File: src/awmf_pkg.sv
// Shared types, widths and codes of the adaptive window median filter.
// No dependencies; the design files refer to it by scoped names, the testbench imports it.
package awmf_pkg;

	localparam int STORE_DEPTH = 16;
	localparam int IDX_W       = $clog2(STORE_DEPTH);
	localparam int LEN_W       = $clog2(STORE_DEPTH + 1);

	localparam int RAW_W       = 24;
	localparam int VAL_W       = 25;
	localparam int DIFF_W      = 26;
	localparam int TEN_W       = 29;
	localparam int CFG_WIN_W   = 5;
	localparam int STEP_W      = 4;
	localparam int CMP_W       = ((LEN_W > CFG_WIN_W) ? LEN_W : CFG_WIN_W) + 1;

	localparam int CFG_IDX_W   = 3;
	localparam int CFG_DATA_W  = 24;

	localparam logic [CFG_IDX_W-1:0] REG_TARE     = 3'd0;
	localparam logic [CFG_IDX_W-1:0] REG_MIN_WIN  = 3'd1;
	localparam logic [CFG_IDX_W-1:0] REG_MAX_WIN  = 3'd2;
	localparam logic [CFG_IDX_W-1:0] REG_STEP_INC = 3'd3;

	localparam logic [CFG_WIN_W-1:0] MIN_WIN_RESET  = 5'd3;
	localparam logic [CFG_WIN_W-1:0] MAX_WIN_RESET  = 5'd16;
	localparam logic [STEP_W-1:0]    STEP_INC_RESET = 4'd2;
	localparam int                   WIN_RESET      = (STORE_DEPTH < 3) ? STORE_DEPTH : 3;

	typedef enum logic [2:0] {
		ST_IDLE,
		ST_DIFF,
		ST_ABS,
		ST_TEST,
		ST_WIN,
		ST_WRITE,
		ST_SORT,
		ST_OUT
	} ctrl_state_t;

	typedef enum logic [1:0] {
		SEL_IDLE,
		SEL_CAND,
		SEL_SCAN,
		SEL_EVAL
	} sel_state_t;

	typedef struct packed {
		logic             start;
		logic [LEN_W-1:0] len;
	} sel_req_t;

	typedef struct packed {
		logic                    done;
		logic signed [VAL_W-1:0] median;
	} sel_rsp_t;

endpackage

File: src/awmf_if.sv
// Handshake channels of the adaptive window median filter: samples,
// results and configuration writes. Widths come from awmf_pkg.
interface awmf_sample_if;
	logic                                    valid;
	logic                                    ready;
	logic signed [awmf_pkg::RAW_W-1:0]       raw_sample;

	modport source (output valid, output raw_sample, input ready);
	modport sink   (input valid, input raw_sample, output ready);
endinterface

interface awmf_result_if;
	logic                                    valid;
	logic                                    ready;
	logic signed [awmf_pkg::VAL_W-1:0]       filtered_value;
	logic        [awmf_pkg::LEN_W-1:0]       window_len;

	modport source (output valid, output filtered_value, output window_len, input ready);
	modport sink   (input valid, input filtered_value, input window_len, output ready);
endinterface

interface awmf_cfg_if;
	logic                                    valid;
	logic                                    ready;
	logic        [awmf_pkg::CFG_IDX_W-1:0]   index;
	logic        [awmf_pkg::CFG_DATA_W-1:0]  data;

	modport source (output valid, output index, output data, input ready);
	modport sink   (input valid, input index, input data, output ready);
endinterface

File: src/awmf_store.sv
// Sample ring store: one write port, one registered read port.
// Entries never written read as zero. Depends on awmf_pkg.
module awmf_store (
	input  logic                                 clk,
	input  logic                                 arst_n,
	input  logic                                 wr_en,
	input  logic        [awmf_pkg::IDX_W-1:0]    wr_addr,
	input  logic signed [awmf_pkg::VAL_W-1:0]    wr_data,
	input  logic        [awmf_pkg::IDX_W-1:0]    rd_addr,
	output logic signed [awmf_pkg::VAL_W-1:0]    rd_data
);

	logic signed [awmf_pkg::VAL_W-1:0] mem_q [awmf_pkg::STORE_DEPTH];
	logic        [awmf_pkg::STORE_DEPTH-1:0] written_q;
	logic signed [awmf_pkg::VAL_W-1:0] rd_data_q;
	logic                              rd_written_q;

	always_ff @(posedge clk) begin
		if (wr_en) begin
			mem_q[wr_addr] <= wr_data;
		end
		rd_data_q <= mem_q[rd_addr];
	end

	always_ff @(posedge clk or negedge arst_n) begin
		if (!arst_n) begin
			written_q    <= '0;
			rd_written_q <= 1'b0;
		end else begin
			if (wr_en) begin
				written_q[wr_addr] <= 1'b1;
			end
			rd_written_q <= written_q[rd_addr];
		end
	end

	assign rd_data = rd_written_q ? rd_data_q : '0;

endmodule

File: src/awmf_select.sv
// Rank selection over the store with one shared comparator: each candidate
// is compared against every entry of the window. Depends on awmf_pkg.
module awmf_select (
	input  logic                                 clk,
	input  logic                                 arst_n,
	input  awmf_pkg::sel_req_t                   req,
	output awmf_pkg::sel_rsp_t                   rsp,
	output logic        [awmf_pkg::IDX_W-1:0]    rd_addr,
	input  logic signed [awmf_pkg::VAL_W-1:0]    rd_data
);

	awmf_pkg::sel_state_t state_q, state_d;

	logic        [awmf_pkg::LEN_W-1:0] len_q;
	logic        [awmf_pkg::LEN_W-1:0] rank_q;
	logic        [awmf_pkg::IDX_W-1:0] cand_idx_q;
	logic        [awmf_pkg::IDX_W-1:0] scan_idx_q;
	logic        [awmf_pkg::LEN_W-1:0] lt_cnt_q;
	logic        [awmf_pkg::LEN_W-1:0] le_cnt_q;
	logic signed [awmf_pkg::VAL_W-1:0] cand_q;

	logic is_lt;
	logic is_le;
	logic last_scan;
	logic found;

	// The one comparator, shared over every candidate and entry
	assign is_lt     = rd_data < cand_q;
	assign is_le     = rd_data <= cand_q;
	assign last_scan = awmf_pkg::LEN_W'(scan_idx_q) == (len_q - 1'b1);
	assign found     = (lt_cnt_q <= rank_q) && (le_cnt_q > rank_q);

	always_comb begin
		state_d    = state_q;
		rd_addr    = '0;
		rsp.done   = 1'b0;
		rsp.median = cand_q;
		unique case (state_q)
			awmf_pkg::SEL_IDLE: begin
				rd_addr = '0;
				if (req.start) begin
					state_d = awmf_pkg::SEL_CAND;
				end
			end
			awmf_pkg::SEL_CAND: begin
				rd_addr = '0;
				state_d = awmf_pkg::SEL_SCAN;
			end
			awmf_pkg::SEL_SCAN: begin
				rd_addr = scan_idx_q + 1'b1;
				if (last_scan) begin
					state_d = awmf_pkg::SEL_EVAL;
				end
			end
			awmf_pkg::SEL_EVAL: begin
				rd_addr = cand_idx_q + 1'b1;
				if (found) begin
					rsp.done = 1'b1;
					state_d  = awmf_pkg::SEL_IDLE;
				end else begin
					state_d  = awmf_pkg::SEL_CAND;
				end
			end
			default: begin
				state_d = awmf_pkg::SEL_IDLE;
			end
		endcase
	end

	always_ff @(posedge clk or negedge arst_n) begin
		if (!arst_n) begin
			state_q <= awmf_pkg::SEL_IDLE;
		end else begin
			state_q <= state_d;
		end
	end

	always_ff @(posedge clk) begin
		case (state_q)
			awmf_pkg::SEL_IDLE: begin
				len_q      <= req.len;
				rank_q     <= req.len >> 1;
				cand_idx_q <= '0;
			end
			awmf_pkg::SEL_CAND: begin
				cand_q     <= rd_data;
				scan_idx_q <= '0;
				lt_cnt_q   <= '0;
				le_cnt_q   <= '0;
			end
			awmf_pkg::SEL_SCAN: begin
				lt_cnt_q   <= lt_cnt_q + awmf_pkg::LEN_W'(is_lt);
				le_cnt_q   <= le_cnt_q + awmf_pkg::LEN_W'(is_le);
				scan_idx_q <= scan_idx_q + 1'b1;
			end
			awmf_pkg::SEL_EVAL: begin
				cand_idx_q <= cand_idx_q + 1'b1;
			end
			default: begin
				cand_idx_q <= cand_idx_q;
			end
		endcase
	end

endmodule

File: src/adaptive_window_median_filter_top.sv
// Top level of the adaptive window median filter: sequencer, step test,
// window control and output register. Depends on awmf_pkg, awmf_if,
// awmf_store and awmf_select.
//
//  Channel   Direction  Beat content
//  -------   ---------  -------------------------------------------------
//  cfg       in         register index (0 tare, 1 min, 2 max, 3 step), data
//  samples   in         raw_sample, 24-bit signed
//  results   out        filtered_value (25-bit signed), window_len
//
// From acceptance a sample passes through the states DIFF, ABS, TEST, WIN
// and WRITE, then SORT once the store has filled, and then OUT. In SORT
// the single comparator of the rank selector, fed by the store's one read
// port, checks each candidate against every entry of the window in turn.
// samples.ready is high only while the sequencer idles. A result waits in
// the output register while results.ready is low; the next sample may be
// taken meanwhile, and only its hand-over waits.
// Reset clears the store (through per-entry written flags), the ring slot,
// the fill flag, the last output, and sets the window length to three.
module adaptive_window_median_filter_top (
	input  logic          clk,
	input  logic          arst_n,
	awmf_cfg_if.sink      cfg,
	awmf_sample_if.sink   samples,
	awmf_result_if.source results
);

	// Configuration registers
	logic signed [awmf_pkg::RAW_W-1:0]     tare_q;
	logic        [awmf_pkg::CFG_WIN_W-1:0] min_win_q;
	logic        [awmf_pkg::CFG_WIN_W-1:0] max_win_q;
	logic        [awmf_pkg::STEP_W-1:0]    step_inc_q;

	// Sequencer and filter state
	awmf_pkg::ctrl_state_t state_q, state_d;

	logic signed [awmf_pkg::VAL_W-1:0]  x_q;
	logic signed [awmf_pkg::VAL_W-1:0]  last_q;
	logic signed [awmf_pkg::DIFF_W-1:0] diff_q;
	logic        [awmf_pkg::VAL_W-1:0]  mag_q;
	logic                               step_q;
	logic        [awmf_pkg::LEN_W-1:0]  win_q;
	logic        [awmf_pkg::IDX_W-1:0]  slot_q;
	logic                               full_q;
	logic signed [awmf_pkg::VAL_W-1:0]  med_q;

	// Output register
	logic                               out_valid_q;
	logic signed [awmf_pkg::VAL_W-1:0]  out_val_q;
	logic        [awmf_pkg::LEN_W-1:0]  out_len_q;

	// Datapath helpers
	logic        [awmf_pkg::TEN_W-1:0]  ten_mag;
	logic                               step_hit;
	logic        [awmf_pkg::CMP_W-1:0]  max_ext;
	logic        [awmf_pkg::CMP_W-1:0]  min_ext;
	logic        [awmf_pkg::CMP_W-1:0]  hi_w;
	logic        [awmf_pkg::CMP_W-1:0]  lo_w;
	logic        [awmf_pkg::CMP_W-1:0]  win_up;
	logic        [awmf_pkg::CMP_W-1:0]  win_dn;
	logic        [awmf_pkg::CMP_W-1:0]  win_next;
	logic        [awmf_pkg::LEN_W-1:0]  slot_inc;
	logic                               wrap;
	logic                               full_next;
	logic                               out_free;

	// Store and selector hookup
	logic                               st_wr_en;
	logic        [awmf_pkg::IDX_W-1:0]  st_rd_addr;
	logic signed [awmf_pkg::VAL_W-1:0]  st_rd_data;
	awmf_pkg::sel_req_t                 sel_req;
	awmf_pkg::sel_rsp_t                 sel_rsp;

	awmf_store u_store (
		.clk     (clk),
		.arst_n  (arst_n),
		.wr_en   (st_wr_en),
		.wr_addr (slot_q),
		.wr_data (x_q),
		.rd_addr (st_rd_addr),
		.rd_data (st_rd_data)
	);

	awmf_select u_select (
		.clk     (clk),
		.arst_n  (arst_n),
		.req     (sel_req),
		.rsp     (sel_rsp),
		.rd_addr (st_rd_addr),
		.rd_data (st_rd_data)
	);

	// Configuration writes are always taken; unknown indexes drop silently
	assign cfg.ready = 1'b1;

	always_ff @(posedge clk or negedge arst_n) begin
		if (!arst_n) begin
			tare_q     <= '0;
			min_win_q  <= awmf_pkg::MIN_WIN_RESET;
			max_win_q  <= awmf_pkg::MAX_WIN_RESET;
			step_inc_q <= awmf_pkg::STEP_INC_RESET;
		end else if (cfg.valid) begin
			unique case (cfg.index)
				awmf_pkg::REG_TARE:     tare_q     <= cfg.data;
				awmf_pkg::REG_MIN_WIN:  min_win_q  <= cfg.data[awmf_pkg::CFG_WIN_W-1:0];
				awmf_pkg::REG_MAX_WIN:  max_win_q  <= cfg.data[awmf_pkg::CFG_WIN_W-1:0];
				awmf_pkg::REG_STEP_INC: step_inc_q <= cfg.data[awmf_pkg::STEP_W-1:0];
				default: begin
					tare_q <= tare_q;
				end
			endcase
		end
	end

	// Step test: ten times the change against the last output. A negative
	// last output always counts as a step.
	assign ten_mag  = awmf_pkg::TEN_W'({mag_q, 3'b000}) +
		awmf_pkg::TEN_W'({mag_q, 1'b0});
	assign step_hit = last_q[awmf_pkg::VAL_W-1] ||
		(ten_mag > awmf_pkg::TEN_W'(last_q[awmf_pkg::VAL_W-2:0]));

	// Window bounds: zero reads as one, maximum clamped to the store depth, minimum to the maximum
	assign max_ext = awmf_pkg::CMP_W'(max_win_q);
	assign min_ext = awmf_pkg::CMP_W'(min_win_q);

	always_comb begin
		if (max_ext == '0) begin
			hi_w = awmf_pkg::CMP_W'(1);
		end else if (max_ext > awmf_pkg::CMP_W'(awmf_pkg::STORE_DEPTH)) begin
			hi_w = awmf_pkg::CMP_W'(awmf_pkg::STORE_DEPTH);
		end else begin
			hi_w = max_ext;
		end
		if (min_ext == '0) begin
			lo_w = awmf_pkg::CMP_W'(1);
		end else if (min_ext > hi_w) begin
			lo_w = hi_w;
		end else begin
			lo_w = min_ext;
		end
	end

	assign win_up   = awmf_pkg::CMP_W'(win_q) + awmf_pkg::CMP_W'(step_inc_q);
	assign win_dn   = awmf_pkg::CMP_W'(win_q) - 1'b1;
	assign win_next = step_q ? ((win_up < hi_w) ? win_up : hi_w)
	                         : ((win_dn > lo_w) ? win_dn : lo_w);

	// Ring slot advance against the window just chosen
	assign slot_inc  = awmf_pkg::LEN_W'(slot_q) + 1'b1;
	assign wrap      = slot_inc >= win_q;
	assign full_next = full_q || wrap;

	assign out_free  = !out_valid_q || results.ready;

	// Sequencer: next state and strobes
	always_comb begin
		state_d       = state_q;
		samples.ready = 1'b0;
		st_wr_en      = 1'b0;
		sel_req.start = 1'b0;
		sel_req.len   = win_q;
		unique case (state_q)
			awmf_pkg::ST_IDLE: begin
				samples.ready = 1'b1;
				if (samples.valid) begin
					state_d = awmf_pkg::ST_DIFF;
				end
			end
			awmf_pkg::ST_DIFF:  state_d = awmf_pkg::ST_ABS;
			awmf_pkg::ST_ABS:   state_d = awmf_pkg::ST_TEST;
			awmf_pkg::ST_TEST:  state_d = awmf_pkg::ST_WIN;
			awmf_pkg::ST_WIN:   state_d = awmf_pkg::ST_WRITE;
			awmf_pkg::ST_WRITE: begin
				st_wr_en = 1'b1;
				if (full_next) begin
					state_d = awmf_pkg::ST_SORT;
				end else begin
					state_d = awmf_pkg::ST_OUT;
				end
			end
			awmf_pkg::ST_SORT: begin
				// Hold start through the sort; the selector only looks at it
				// while idle, as it is in the cycle after the new sample is written
				sel_req.start = 1'b1;
				if (sel_rsp.done) begin
					state_d = awmf_pkg::ST_OUT;
				end
			end
			awmf_pkg::ST_OUT: begin
				if (out_free) begin
					state_d = awmf_pkg::ST_IDLE;
				end
			end
			default: begin
				state_d = awmf_pkg::ST_IDLE;
			end
		endcase
	end

	// Control state
	always_ff @(posedge clk or negedge arst_n) begin
		if (!arst_n) begin
			state_q     <= awmf_pkg::ST_IDLE;
			win_q       <= awmf_pkg::LEN_W'(awmf_pkg::WIN_RESET);
			slot_q      <= '0;
			full_q      <= 1'b0;
			last_q      <= '0;
			out_valid_q <= 1'b0;
		end else begin
			state_q <= state_d;
			if (state_q == awmf_pkg::ST_WIN) begin
				win_q <= awmf_pkg::LEN_W'(win_next);
			end
			if (state_q == awmf_pkg::ST_WRITE) begin
				slot_q <= wrap ? '0 : awmf_pkg::IDX_W'(slot_inc);
				full_q <= full_next;
			end
			if (state_q == awmf_pkg::ST_OUT && out_free) begin
				last_q      <= med_q;
				out_valid_q <= 1'b1;
			end else if (results.ready) begin
				out_valid_q <= 1'b0;
			end
		end
	end

	// Payload: take the beat, difference, magnitude, step flag, result
	always_ff @(posedge clk) begin
		if (samples.valid && samples.ready) begin
			x_q <= awmf_pkg::VAL_W'(samples.raw_sample) - awmf_pkg::VAL_W'(tare_q);
		end
		if (state_q == awmf_pkg::ST_DIFF) begin
			diff_q <= awmf_pkg::DIFF_W'(x_q) - awmf_pkg::DIFF_W'(last_q);
		end
		if (state_q == awmf_pkg::ST_ABS) begin
			mag_q <= diff_q[awmf_pkg::DIFF_W-1] ? awmf_pkg::VAL_W'(-diff_q)
			                                    : awmf_pkg::VAL_W'(diff_q);
		end
		if (state_q == awmf_pkg::ST_TEST) begin
			step_q <= step_hit;
		end
		if (state_q == awmf_pkg::ST_WRITE && !full_next) begin
			med_q <= x_q;
		end else if (state_q == awmf_pkg::ST_SORT && sel_rsp.done) begin
			med_q <= sel_rsp.median;
		end
		if (state_q == awmf_pkg::ST_OUT && out_free) begin
			out_val_q <= med_q;
			out_len_q <= win_q;
		end
	end

	assign results.valid          = out_valid_q;
	assign results.filtered_value = out_val_q;
	assign results.window_len     = out_len_q;

endmodule

File: src/flat_wrapper.sv
// flat-port wrapper written by rule: the top's interface ports become plain ports
module adaptive_window_median_filter_top_flat 
  (clk, arst_n, cfg_valid, cfg_index, cfg_data, cfg_ready, samples_valid, samples_raw_sample, samples_ready, results_valid, results_filtered_value, results_window_len, results_ready);
  awmf_cfg_if cfg_i ();
  awmf_sample_if samples_i ();
  awmf_result_if results_i ();
  input  logic clk;
  input  logic arst_n;
  input wire logic [$bits(cfg_i.valid)-1:0] cfg_valid;
  input wire logic [$bits(cfg_i.index)-1:0] cfg_index;
  input wire logic [$bits(cfg_i.data)-1:0] cfg_data;
  output wire logic [$bits(cfg_i.ready)-1:0] cfg_ready;
  input wire logic [$bits(samples_i.valid)-1:0] samples_valid;
  input wire logic [$bits(samples_i.raw_sample)-1:0] samples_raw_sample;
  output wire logic [$bits(samples_i.ready)-1:0] samples_ready;
  output wire logic [$bits(results_i.valid)-1:0] results_valid;
  output wire logic [$bits(results_i.filtered_value)-1:0] results_filtered_value;
  output wire logic [$bits(results_i.window_len)-1:0] results_window_len;
  input wire logic [$bits(results_i.ready)-1:0] results_ready;
  assign cfg_i.valid = cfg_valid;
  assign cfg_i.index = cfg_index;
  assign cfg_i.data = cfg_data;
  assign cfg_ready = cfg_i.ready;
  assign samples_i.valid = samples_valid;
  assign samples_i.raw_sample = samples_raw_sample;
  assign samples_ready = samples_i.ready;
  assign results_valid = results_i.valid;
  assign results_filtered_value = results_i.filtered_value;
  assign results_window_len = results_i.window_len;
  assign results_i.ready = results_ready;
  adaptive_window_median_filter_top u_core (.clk(clk), .arst_n(arst_n), .cfg(cfg_i), .samples(samples_i), .results(results_i));
endmodule
File: config.mk
export PLATFORM = sky130hd
export DESIGN_NAME = adaptive_window_median_filter_top_flat
export DESIGN_NICKNAME = d
export VERILOG_FILES = /design/src/awmf_pkg.sv /design/src/awmf_if.sv /design/src/awmf_store.sv /design/src/awmf_select.sv /design/src/adaptive_window_median_filter_top.sv /design/src/flat_wrapper.sv
export SDC_FILE = /design/constraint.sdc
export NUM_CORES = 1
export LEC_CHECK = 0
export BUFFER_PORTS_ARGS = -buffer_cell sky130_fd_sc_hd__buf_4
export CORE_MARGIN = 1.5
export CORE_UTILIZATION = 55
export CTS_CLUSTER_SIZE = 12
export DETAILED_ROUTE_END_ITERATION = 8
export PLACE_DENSITY = 0.75
export SLEW_MARGIN = 20
export SYNTH_ARGS = -nofsm -noshare
export SYNTH_HDL_FRONTEND = slang
export SYNTH_HIERARCHICAL = 1
export SYNTH_SLANG_ARGS = --single-unit
File: constraint.sdc
create_clock -name clk -period 4.4 [get_ports clk]
set_clock_uncertainty 0.1 [all_clocks]
set_input_delay 0.44 -clock clk [delete_from_list [all_inputs] [get_ports clk]]
set_output_delay 0.44 -clock clk [all_outputs]
set_load 0.05 [all_outputs]
==> results of run 1 <==
power groups by stage:
stage	clock network (mW)	registers, mW	logic [mW]
2_1_floorplan	0	9.50	7.29
3_3_place_gp	0	9.60	9.75
3_5_place_dp	0	9.66	10.1
4_1_cts	6.09	9.54	10.3
5_1_grt	6.33	9.65	11.3
6_report	6.01	9.56	10.4
cell type report:
type                            count  area, um2
Clock buffer                      120       2240
Clock inverter                     16        120
Timing Repair Buffer              184       1520
Fill cell                        4009      20900
Tap cell                          765        957
Sequential cell                   701      20300
Multi-Input combinational cell   1283      11000
Inverter                          136        510
final timing paths:
kind,to,slack (ns)
setup reg to reg,u_core/step_q$_DFFE_PN_,0.004
max in group asynchronous,u_core/max_win_q[4]$_DFFE_PN1P_,2.92
min in group asynchronous,u_core/last_q[24]$_DFFE_PN0P_,0.34
setup / recovery,u_core/step_q$_DFFE_PN_,0.004
hold reg to reg,u_core/results.filtered_value[3]$_DFFE_PP_,0.35
hold / removal,u_core/results.valid$_DFFE_PN0P_,0.09
sequential cells by signal, indices dropped and copies added (netlist names), 5 cells and up:
register                       count
u_core/max_win_q                   5
u_core/u_select/lt_cnt_q           5
u_core/med_q                      25
u_core/u_store/mem_q             400
u_core/u_store/written_q          16
u_core/u_select/le_cnt_q           5
u_core/min_win_q                   5
u_core/diff_q                     26
u_core/u_select/cand_q            25
u_core/u_select/len_q              5
u_core/results.filtered_value     25
u_core/mag_q                      25
u_core/x_q                        25
u_core/tare_q                     24
u_core/u_store/rd_data_q          25
u_core/win_q                       5
u_core/results.window_len          5
u_core/last_q                     25
routing by layer:
layer / vias up / GRT usage / wire [um]
met5: - / 0 / 0
li1: 8697 / - / -
met3: 167 / 0.0359 / 5480
met2: 812 / 0.431 / 37300
met4: 0 / 0.103 / 2570
met1: 9718 / 0.343 / 30800
cell families after synthesis:
family,Yosys count
mux,155
buf+inv,200
simple gates,463
fa+ha+maj,170
other cells,1
compound gates,394
xor+xnor,100
flops,701
critical path: cells and delay by family, from the launching register on:
family / cells / cell delay (ns)
xor+xnor: 1 / 0.18
flops: 1 / 0.44
buf+inv: 3 / 0.44
simple gates: 3 / 0.64
fa+ha+maj: 2 / 0.55
compound gates: 10 / 1.81
stage by stage:
stage	cells	worst slack, ns	TNS (ns)
finish	3205	0.00411	0
global route	3205	-0.224	-0.224
CTS	3205	-0.0157	-0.0157
detailed placement	3042	-0.245	-0.245
global placement	3042	-0.202	-0.202
floorplan	2184	0.0215	0
timing repair:
item,CTS,global route
hold buffers,25,0
endpoints found under the hold margin,106,0
setup buffers,2,0
setup endpoints to repair,1,2
pin swaps,9,4
resized for setup,10,9
cell usage in the layout (no fill, tap or decap), types with 53 or more instances in the layout:
cell         n
a21oi_1     73
edfxtp_1   580
nand2_1    146
o21ai_0    105
buf_4      152
dfrtp_1     90
ha_1       162
inv_1      136
a22oi_1     53
mux4_2     104
nor2_1      90
clkbuf_16   76
xnor2_1     68
==> summary.md, run 1 <==
| Metric | Value |
|---|---|
| Initial DRC Count | `1749` |
| CP startpoint | `u_core/mag_q[4]$_DFFE_PP_` |
| # H-tree levels | `3` |
| Cell taking the most area after synthesis | `edfxtp_1` |
| Post-synthesis xor/xnor area fraction | `0.0274` |
| Pleak | `13.6 nW` |
| Post-synthesis mux area share | `0.0908` |
| Pins Over Slew Limit | `0` |
| Drt via density | `6.05` |
| Power Total | `between 20 and 30 mW` |
| Synth warn | `6` |
| Period utilization | `0.999` |
| Largest cells by area after synthesis | `edfxtp_1, mux4_2, dfrtp_1` |
| Num Clock Sinks | `701` |
| Power share of the sequential group | `0.368` |
| Most frequent cell after synthesis | `edfxtp_1` |
| Total track usage | `0.258` |
| Syn Area/Cell | `~15 um2` |
| Vias in the first global route | `19800` |
| Io pins | `89` |
| Setup CP Type | `reg2reg` |
| DRC | `0` |
| Hold_sp | `results_ready` |
| Slew HR | `0.323` |
| Largest net degree at the start of global routing | `between 80 and 90` |
| Synth Cell Area | `0.0320 mm2` |
| Antenna violations before repair | `1` |
| Inserted Diodes | `0` |
| Critical Path AT | `4.66 ns` |
| Synth Register Bits | `701` |
| Antenna viol nets, final | `0` |
| Root Buffer | `clkbuf_16` |
| Critical Path Sink Type | `flip-flop` |
| Drt first pass iters | `5` |
| Die Wd | `244 um` |
| Post-synthesis adder-cell area fraction | `0.0674` |
| Pint | `16.7 mW` |
| Worst-path cell chain | `buf_4 > ha_1 > a21o_1 > a21boi_2 > o211ai_1 > a211oi_1 > buf_4 > o31ai_2 > a21oi_2 > o21ai_0 > xor2_1 > ha_1 > nand3_1 > nor3_4 > buf_4 > a221oi_2 > a21oi_1 > or4_1 > a211o_1` |
| Finished Core Util | `0.637` |
| Largest family of logic cells by synthesized area | `multiplexers` |
| WL/cell | `23.8 um` |
| Design Area, Final | `0.0367 mm2` |
| Max Clk Rate | `about 0.23 GHz` |
| Die area | `0.0596 mm2` |
| Nets | `2607` |
| Peak VDD IR | `0.000464 V` |
| Critical path's slowest cell | `edfxtp_1` |
| Starting density of the core | `0.555` |
| Simple-gate portion of the synthesized area | `0.0717` |
| Hpwl dp | `49700 um` |
| Port buffer count | `87` |
| WP data required | `4.66 ns` |
| Worst setup SP type | `flip-flop` |
| Sw Ratio | `0.357` |
| Worst-Margin Slew | `1.01 ns` |
| Type of the tightest min-delay check | `in2reg` |
| Worst hold slack | `0.0865 ns` |
| Most frequent CP cell | `buf_4` |
| Period minus WS final | `around 4.4 ns` |
| Comb pwr share | `0.400` |
| Clock slew at reported path FFs | `0.06 ns` |
| Layout cells sized above 1 | `0.203` |
| Number of flops mapped to enable cells by yosys | `580` |
| Grt ovf | `0` |
| Yosys cell types | `83` |
| CTS Buf Count | `75` |
| Post-Syn Nets | `2410` |
| CP max FO | `2` |
| # rows | `88` |
| Net Switching | `9.27 mW` |
| Global-route wire length before repair | `~120000 um` |
| Max-cap viol count | `0` |
| P&R area growth vs syn | `14.8%` |
| Die Y | `244 um` |
| Complex-gate fraction of the synthesized area | `0.0812` |
| Routability congestion estimate from global placement | `0.914` |
| CTS tree | `done` |
| Core area | `0.0576 mm2` |
| Worst skew pair latency | `0.61 ns` |
| Status | `finished, final reports clean` |
| Via Count | `19400` |
| Predominant post-synthesis flop cell | `edfxtp_1` |
| Placed inst area | `around 0.034 mm2` |
| Post-synthesis sequential area ratio | `0.636` |
| Hold depth | `3` |
| Unrepaired setup endpoints after global routing | `yes` |
| Worst reg-to-reg path cell count | `19` |
| Max stage delay on crit path | `0.44 ns` |
| Top cell type's share of synthesized area | `0.545` |
| Clock network power share | `0.232` |
| PwrDens | `707 mW/mm2` |
| Ys async rst share | `0.137` |
| WL final | `76200 um` |
| CTS Buffer Depth | `3` |
| Final hold vios | `0` |
| # setup viols final | `0` |
| Synth Instances | `2184` |
| Reg2Reg Launch Point | `u_core/mag_q[4]$_DFFE_PP_` |
| Most frequent cells after synthesis | `edfxtp_1, ha_1, nand2_1` |
Note: power is estimated with default switching activity, not from simulation.
==> run 2: changes to the inputs <==
--- a/config.mk
+++ b/config.mk
@@ -6,10 +6,10 @@
 export NUM_CORES = 1
 export LEC_CHECK = 0
-export BUFFER_PORTS_ARGS = -buffer_cell sky130_fd_sc_hd__buf_4
 export CORE_MARGIN = 1.5
 export CORE_UTILIZATION = 55
 export CTS_CLUSTER_SIZE = 12
 export DETAILED_ROUTE_END_ITERATION = 8
-export PLACE_DENSITY = 0.75
+export DONT_BUFFER_PORTS = 1
+export PLACE_DENSITY = 0.71
 export SLEW_MARGIN = 20
 export SYNTH_ARGS = -nofsm -noshare
==> constraint.sdc (replaced) <==
create_clock -name clk -period 5.5 [get_ports clk]
set_clock_uncertainty 0.1 [all_clocks]
set_input_delay 0 -clock clk [delete_from_list [all_inputs] [get_ports clk]]
set_output_delay 0 -clock clk [all_outputs]
set_load 0.05 [all_outputs]
==> run 2 against run 1 <==
Against the previous run: global-route usage increased by 0.20 points; flip-flop and latch count did not move; routed wire length rose by 0.78%; largest power group is now registers; highest routed layer is now met5.
==> summary.md, run 2 (synthesis gave the netlist of run 1 again) <==
| Metric | Value |
|---|---|
| Hold_sp | `cfg_data[6]` |
| P&R area growth vs syn | `14.3%` |
| Type of the tightest min-delay check | `in2reg` |
| # setup viols final | `0 (unchanged)` |
| Max reg flops | `400 (unchanged)` |
| PwrDens | `562 mW/mm2 (-20%)` |
| Port buffer count | `0 (-100%)` |
| Power Total | `20.5 mW (-21%)` |
| Most common cell after layout, fill and taps aside | `edfxtp_1` |
| Peak VDD IR | `0.000601 V (+30%)` |
| WL final | `76800 um (+0.78%)` |
| Max stage delay on crit path | `0.46 ns (+0.02 ns)` |
| Largest registers | `u_core/u_store/mem_q x400, u_core/diff_q x26` |
| Unrepaired setup endpoints after global routing | `no` |
| Initial DRC Count | `1664 (-4.9%)` |
| Global-route wire length before repair | `116000 um (+0.72%)` |
| CP max FO | `4 (+2)` |
| Placed Cells | `2914 (-4.2%)` |
| Most frequent cells in the layout | `edfxtp_1, ha_1, nand2_1` |
| TNS Setup | `0 ns (unchanged)` |
| WP data required | `5.77 ns (+1.11 ns)` |
| Max-cap viol count | `0 (unchanged)` |
| Fin cells | `3166 (-1.2%)` |
| Setup CP Type | `reg2reg` |
| Core area | `0.0576 mm2 (unchanged)` |
| DRC | `0 (unchanged)` |
| Max Clk Rate | `0.206 GHz (-9.5%)` |
| Layout cells sized above 1 | `0.145 (-0.0583)` |
| Root Buffer | `clkbuf_16` |
| Pleak | `13.2 nW (-2.3%)` |
| CTS tree | `done` |
| Critical Path Sink Type | `flip-flop` |
| Pins Over Slew Limit | `0 (unchanged)` |
| Largest net degree at the start of global routing | `105 (+28%)` |
| Worst skew pair latency | `0.63 ns (+0.02 ns)` |
| FF+latch area | `0.0203 mm2 (unchanged)` |
| Clock slew at reported path FFs | `0.06 ns (about the same)` |
| Worst-Margin Slew | `1.08 ns (+0.0671 ns)` |
| CTS Buf Count | `75 (unchanged)` |
| Post-CTS resize count | `0 (-10)` |
| Vias in the first global route | `19800 (-0.10%)` |
| Via Count | `19300 (-0.38%)` |
| CP startpoint | `u_core/mag_q[4]$_DFFE_PP_` |
| # rows | `88 (unchanged)` |
| Die area | `0.0596 mm2 (unchanged)` |
| Num Clock Sinks | `701 (unchanged)` |
| Critical Path AT | `5.12 ns (+0.46 ns)` |
| Die Wd | `244 um (unchanged)` |
| Biggest register | `u_core/u_store/mem_q` |
| Multi-input gate area | `0.0109 mm2 (-0.78%)` |
| Starting density of the core | `0.555 (unchanged)` |
| Drt first pass iters | `6 (+1)` |
| Routability congestion estimate from global placement | `0.900 (-1.5%)` |
| Drt via density | `6.10 (+0.85%)` |
| Final hold vios | `0 (unchanged)` |
| Critical path's slowest cell | `or4_1` |
| Antenna viol nets, final | `0 (unchanged)` |
| Total track usage | `0.260 (+0.00201)` |
| Status | `finished, final reports clean` |
| Period utilization | `0.883 (-0.116)` |
| Die Y | `244 um (unchanged)` |
| Grt ovf | `0 (unchanged)` |
| Period minus WS final | `4.86 ns (+0.460 ns)` |
| Worst-path cell chain | `ha_1 > a2111oi_2 > a21boi_1 > o211ai_1 > a211oi_1 > nor2_1 > a21o_1 > a21oi_1 > xnor2_1 > ha_1 > nand3_1 > or3_1 > nor3_1 > and4_1 > a21oi_1 > or4_1 > a211o_1` |
| WL/cell | `24.2 um (+2.0%)` |
| # H-tree levels | `3 (unchanged)` |
| Reg2Reg Launch Point | `u_core/mag_q[4]$_DFFE_PP_` |
| CTS Buffer Depth | `3 (unchanged)` |
| Antenna violations before repair | `3 (+2)` |
| Nets | `2566 (-1.6%)` |
| Worst hold slack | `0.0860 ns (-0.000419 ns)` |
| Worst setup SP type | `flip-flop` |
| Slew HR | `0.276 (-0.0470)` |
| Hpwl dp | `47100 um (-5.2%)` |
| FILL cells | `4053 (+1.1%)` |
| Io pins | `89 (unchanged)` |
-- run 2: repair_timing --
action | CTS | global route
hold endpoints to repair | 203 | 0
buffers inserted | 0 | 0
hold buffers | 114 | 0
-- run 2: cell type report --
cell class,count,area share
well taps,765,0.0262
clock inverters,18,0.00668
repair buffers,143,0.0388
inverters,136,0.0140
diodes,1,0.0000685
flip-flops and latches,701,0.556
clock buffers,119,0.0587
multi-input cells,1283,0.299
-- run 2: worst max-delay path: cells and delay by family (launching register included) --
family / cells / cell delay, ns
simple gates: 6 / 1.48
xor+xnor: 1 / 0.09
flops: 1 / 0.39
fa+ha+maj: 2 / 0.68
compound gates: 8 / 1.86
-- run 2: metal layers --
metal	routed length [um]	track usage	vias to the layer above
met3	5260	0.0416	177
met2	37800	0.438	748
met5	12	0	-
met4	2500	0.0910	2
met1	31100	0.344	9760
li1	-	-	8634
-- run 2: per-stage QoR --
step                utilization  cell area, um2  setup slack [ns]
floorplan                     -           32000              1.12
global placement          0.573           33000             0.803
detailed placement        0.573           33000             0.721
CTS                       0.634           36500             0.671
global route              0.635           36500             0.333
finish                    0.635           36500             0.644
-- run 2: power by group --
part           internal (mW)  switching, mW
Sequential              6.96          0.936
Combinational           3.42           4.35
Clock                   2.84           2.04
Total                   13.2           7.33
-- run 2: path summary, 6_finish.rpt --
path	to	slack (ns)	cells after the start
min in group asynchronous	u_core/step_inc_q[1]$_DFFE_PN1P_	0.57	3
setup / recovery	u_core/step_q$_DFFE_PN_	0.64	17
max in group asynchronous	u_core/last_q[6]$_DFFE_PN0P_	4.19	4
hold reg to reg	u_core/results.filtered_value[7]$_DFFE_PP_	0.36	0
hold / removal	u_core/tare_q[6]$_DFFE_PN0P_	0.09	3
setup reg to reg	u_core/step_q$_DFFE_PN_	0.64	17
==> run 3: changes to the inputs <==
- CTS_BUF_LIST: unset -> sky130_fd_sc_hd__clkbuf_16
- SLEW_MARGIN: 20 -> unset
==> run 3 against run 2 <==
Against the previous run: power shrank 0.87%; clock power shrank 3%; die area is the same; first-iteration DRC count shrank 2.1%; hold slack gained 0.0064 ns; largest cell class unchanged; flip-flop and latch count is the same; sequential share of layout area grew 0.14 points; combinational power is essentially flat; non-clock buffer count is the same; highest routed layer unchanged; final cell count is essentially flat.
==> summary.md, run 3 (synthesis gave the netlist of run 1 again) <==
| Metric | Value |
|---|---|
| Status | `finished, final reports clean` |
| Drt via density | `6.09 (-0.22%)` |
| Inserted Diodes | `0 (-1)` |
| WP data required | `5.77 ns (about the same)` |
| WL final | `76800 um (about the same)` |
| Worst-Margin Slew | `1.08 ns (+0.00365 ns)` |
| Vias in the first global route | `19900 (+0.23%)` |
| Clock slew at reported path FFs | `0.06 ns (about the same)` |
| Pint | `13.0 mW (-1.4%)` |
| Core area | `0.0576 mm2 (unchanged)` |
| Sw Ratio | `0.360 (+0.00315)` |
| CP delay by family, top | `compound AO/OA/AOI/OAI gates` |
| DRC | `0 (unchanged)` |
| P&R area growth vs syn | `14.0%` |
| # rows | `88 (unchanged)` |
| Nets | `2566 (unchanged)` |
| Routability congestion estimate from global placement | `0.900 (unchanged)` |
| Max reg flops | `400 (unchanged)` |
| Num Clock Sinks | `701 (unchanged)` |
| Comb pwr share | `0.381 (+0.003)` |
| Period minus WS final | `4.86 ns (+0.00619 ns)` |
| Critical path's slowest cell | `or4_1` |
| Most common cell after layout, fill and taps aside | `edfxtp_1` |
| CTS Buffer Depth | `3 (unchanged)` |
| Pleak | `13.3 nW (+0.75%)` |
| Most frequent cells in the layout | `edfxtp_1, inv_1, ha_1` |
| CP max FO | `4 (unchanged)` |
| # H-tree levels | `3 (unchanged)` |
| Power share of the sequential group | `0.388 (+0.004)` |
| Worst setup SP type | `flip-flop` |
| Antenna viol nets, final | `0 (unchanged)` |
| Worst skew pair latency | `0.62 ns (about the same)` |
| WL/cell | `24.3 um (about the same)` |
| Global-route wire length before repair | `116000 um (+0.18%)` |
| Die Wd | `244 um (unchanged)` |
| Critical Path Sink Type | `flip-flop` |
| Worst-path cell chain | `ha_1 > a2111oi_2 > a21boi_1 > o211ai_1 > a211oi_1 > nor2_1 > a21o_1 > a21oi_1 > xnor2_1 > ha_1 > nand3_1 > or3_1 > nor3_1 > and4_1 > a21oi_1 > or4_1 > a211o_1` |
| Largest net degree at the start of global routing | `105 (unchanged)` |
| Grt ovf | `0 (unchanged)` |
| Hpwl dp | `47100 um (unchanged)` |
| Worst hold slack | `0.0925 ns (+0.00643 ns)` |
| # setup viols final | `0 (unchanged)` |
| Max stage delay on crit path | `0.46 ns (about the same)` |
| WP buf/inv | `0 (unchanged)` |
| Clock network power share | `0.231 (-0.007)` |
| Starting density of the core | `0.555 (unchanged)` |
| Post-CTS resize count | `0 (unchanged)` |
| CTS Buf Count | `75 (unchanged)` |
| Placed inst area | `0.0330 mm2 (unchanged)` |
| Net Switching | `7.33 mW (about the same)` |
| Max Clk Rate | `0.206 GHz (-0.13%)` |
| Layout cells sized above 1 | `0.141 (-0.00375)` |
| Max-cap viol count | `0 (unchanged)` |
| PwrDens | `559 mW/mm2 (-0.63%)` |
| Largest registers | `u_core/u_store/mem_q x400, u_core/diff_q x26` |
| Slew HR | `0.274 (-0.00244)` |
| Period utilization | `0.884 (+0.00113)` |
| Unrepaired setup endpoints after global routing | `no` |
| Initial DRC Count | `1629 (-2.1%)` |
| Biggest register | `u_core/u_store/mem_q` |
| Final hold vios | `0 (unchanged)` |
| CTS tree | `done` |
| Total track usage | `0.260 (+0.000269)` |
| Critical Path AT | `5.13 ns (about the same)` |
| Root Buffer | `clkbuf_16` |
| Antenna violations before repair | `2 (-1)` |
| Via Count | `19300 (-0.25%)` |
| Type of the tightest min-delay check | `in2reg` |
| Port buffer count | `0 (unchanged)` |
| Peak VDD IR | `0.000598 V (-0.44%)` |
| Io pins | `89 (unchanged)` |
| Pins Over Slew Limit | `0 (unchanged)` |
| Drt first pass iters | `5 (-1)` |
| TNS Setup | `0 ns (unchanged)` |
| Design Area, Final | `0.0365 mm2 (-0.24%)` |
| Setup CP Type | `reg2reg` |
| Die area | `0.0596 mm2 (unchanged)` |
| Die Y | `244 um (unchanged)` |
-- run 3: cell count changes in the layout (fill, tap and decap cells not counted), sizes merged --
cell,change
clkbuf,-43
inv,+35
clkinv,+8
diode,-1
-- run 3: final cells by class --
| cell class | count | area (um2) |
|---|---|---|
| Clock buffer | 76 | 1900 |
| Clock inverter | 61 | 405 |
| Fill cell | 4059 | 21100 |
| Multi-Input combinational cell | 1283 | 10900 |
| Tap cell | 765 | 957 |
| Sequential cell | 701 | 20300 |
| Inverter | 136 | 510 |
| Timing Repair Buffer | 143 | 1420 |
-- run 3: repair_timing --
item	in CTS	in global routing
setup buffers	0	0
hold buffers	114	0
endpoints found under the hold margin	203	0
-- run 3: path summary, 6_finish.rpt --
check	slack, ns	cells past startpoint	startpoint	end
worst max-delay path	0.64	17	u_core/mag_q[4]$_DFFE_PP_	u_core/step_q$_DFFE_PN_
worst min-delay path	0.09	3	cfg_index[2]	u_core/max_win_q[4]$_DFFE_PN1P_
worst max register to register	0.64	17	u_core/mag_q[4]$_DFFE_PP_	u_core/step_q$_DFFE_PN_
worst min register to register	0.36	0	u_core/med_q[7]$_DFFE_PP_	u_core/results.filtered_value[7]$_DFFE_PP_
max in group asynchronous	4.16	4	arst_n	u_core/last_q[6]$_DFFE_PN0P_
min in group asynchronous	0.58	3	arst_n	u_core/step_inc_q[1]$_DFFE_PN1P_
-- run 3: metrics by stage --
stage / util / total power, mW / setup slack (ns) / cells
final: 0.633 / 20.4 / 0.638 / 3165
after global routing: 0.633 / 21.5 / 0.334 / 3165
after CTS: 0.633 / 20.4 / 0.671 / 3165
after detailed placement: 0.573 / 15.5 / 0.721 / 2914
after global placement: 0.573 / 15.2 / 0.803 / 2914
after floorplan: - / 13.4 / 1.12 / 2184
-- run 3: metal layers --
layer | share of wire | wire [um] | GRT usage
met1 | 0.41 | 31300 | 0.344
met2 | 0.50 | 38000 | 0.441
met4 | 0.031 | 2390 | 0.0884
met5 | 0.00016 | 12 | 0
met3 | 0.066 | 5050 | 0.0412
-- run 3: power by group through the flow --
| stage | Combinational, mW | Clock (mW) | Sequential (mW) |
|---|---|---|---|
| final | 7.76 | 4.71 | 7.89 |
| after detailed placement | 7.48 | 0 | 7.99 |
| after CTS | 7.71 | 4.78 | 7.88 |
| after global routing | 8.53 | 4.97 | 7.97 |
| after global placement | 7.25 | 0 | 7.93 |
| after floorplan | 5.83 | 0 | 7.60 |
-- run 3: worst reg2reg max path, delay by kind of cell (launching register included) --
| family | cells | cell delay [ns] |
|---|---|---|
| adders and majority gates | 2 | 0.68 |
| xor gates and xnor gates | 1 | 0.09 |
| DFF | 1 | 0.39 |
| and+or+nand+nor | 6 | 1.49 |
| AOI/OAI and AO/OA | 8 | 1.86 |
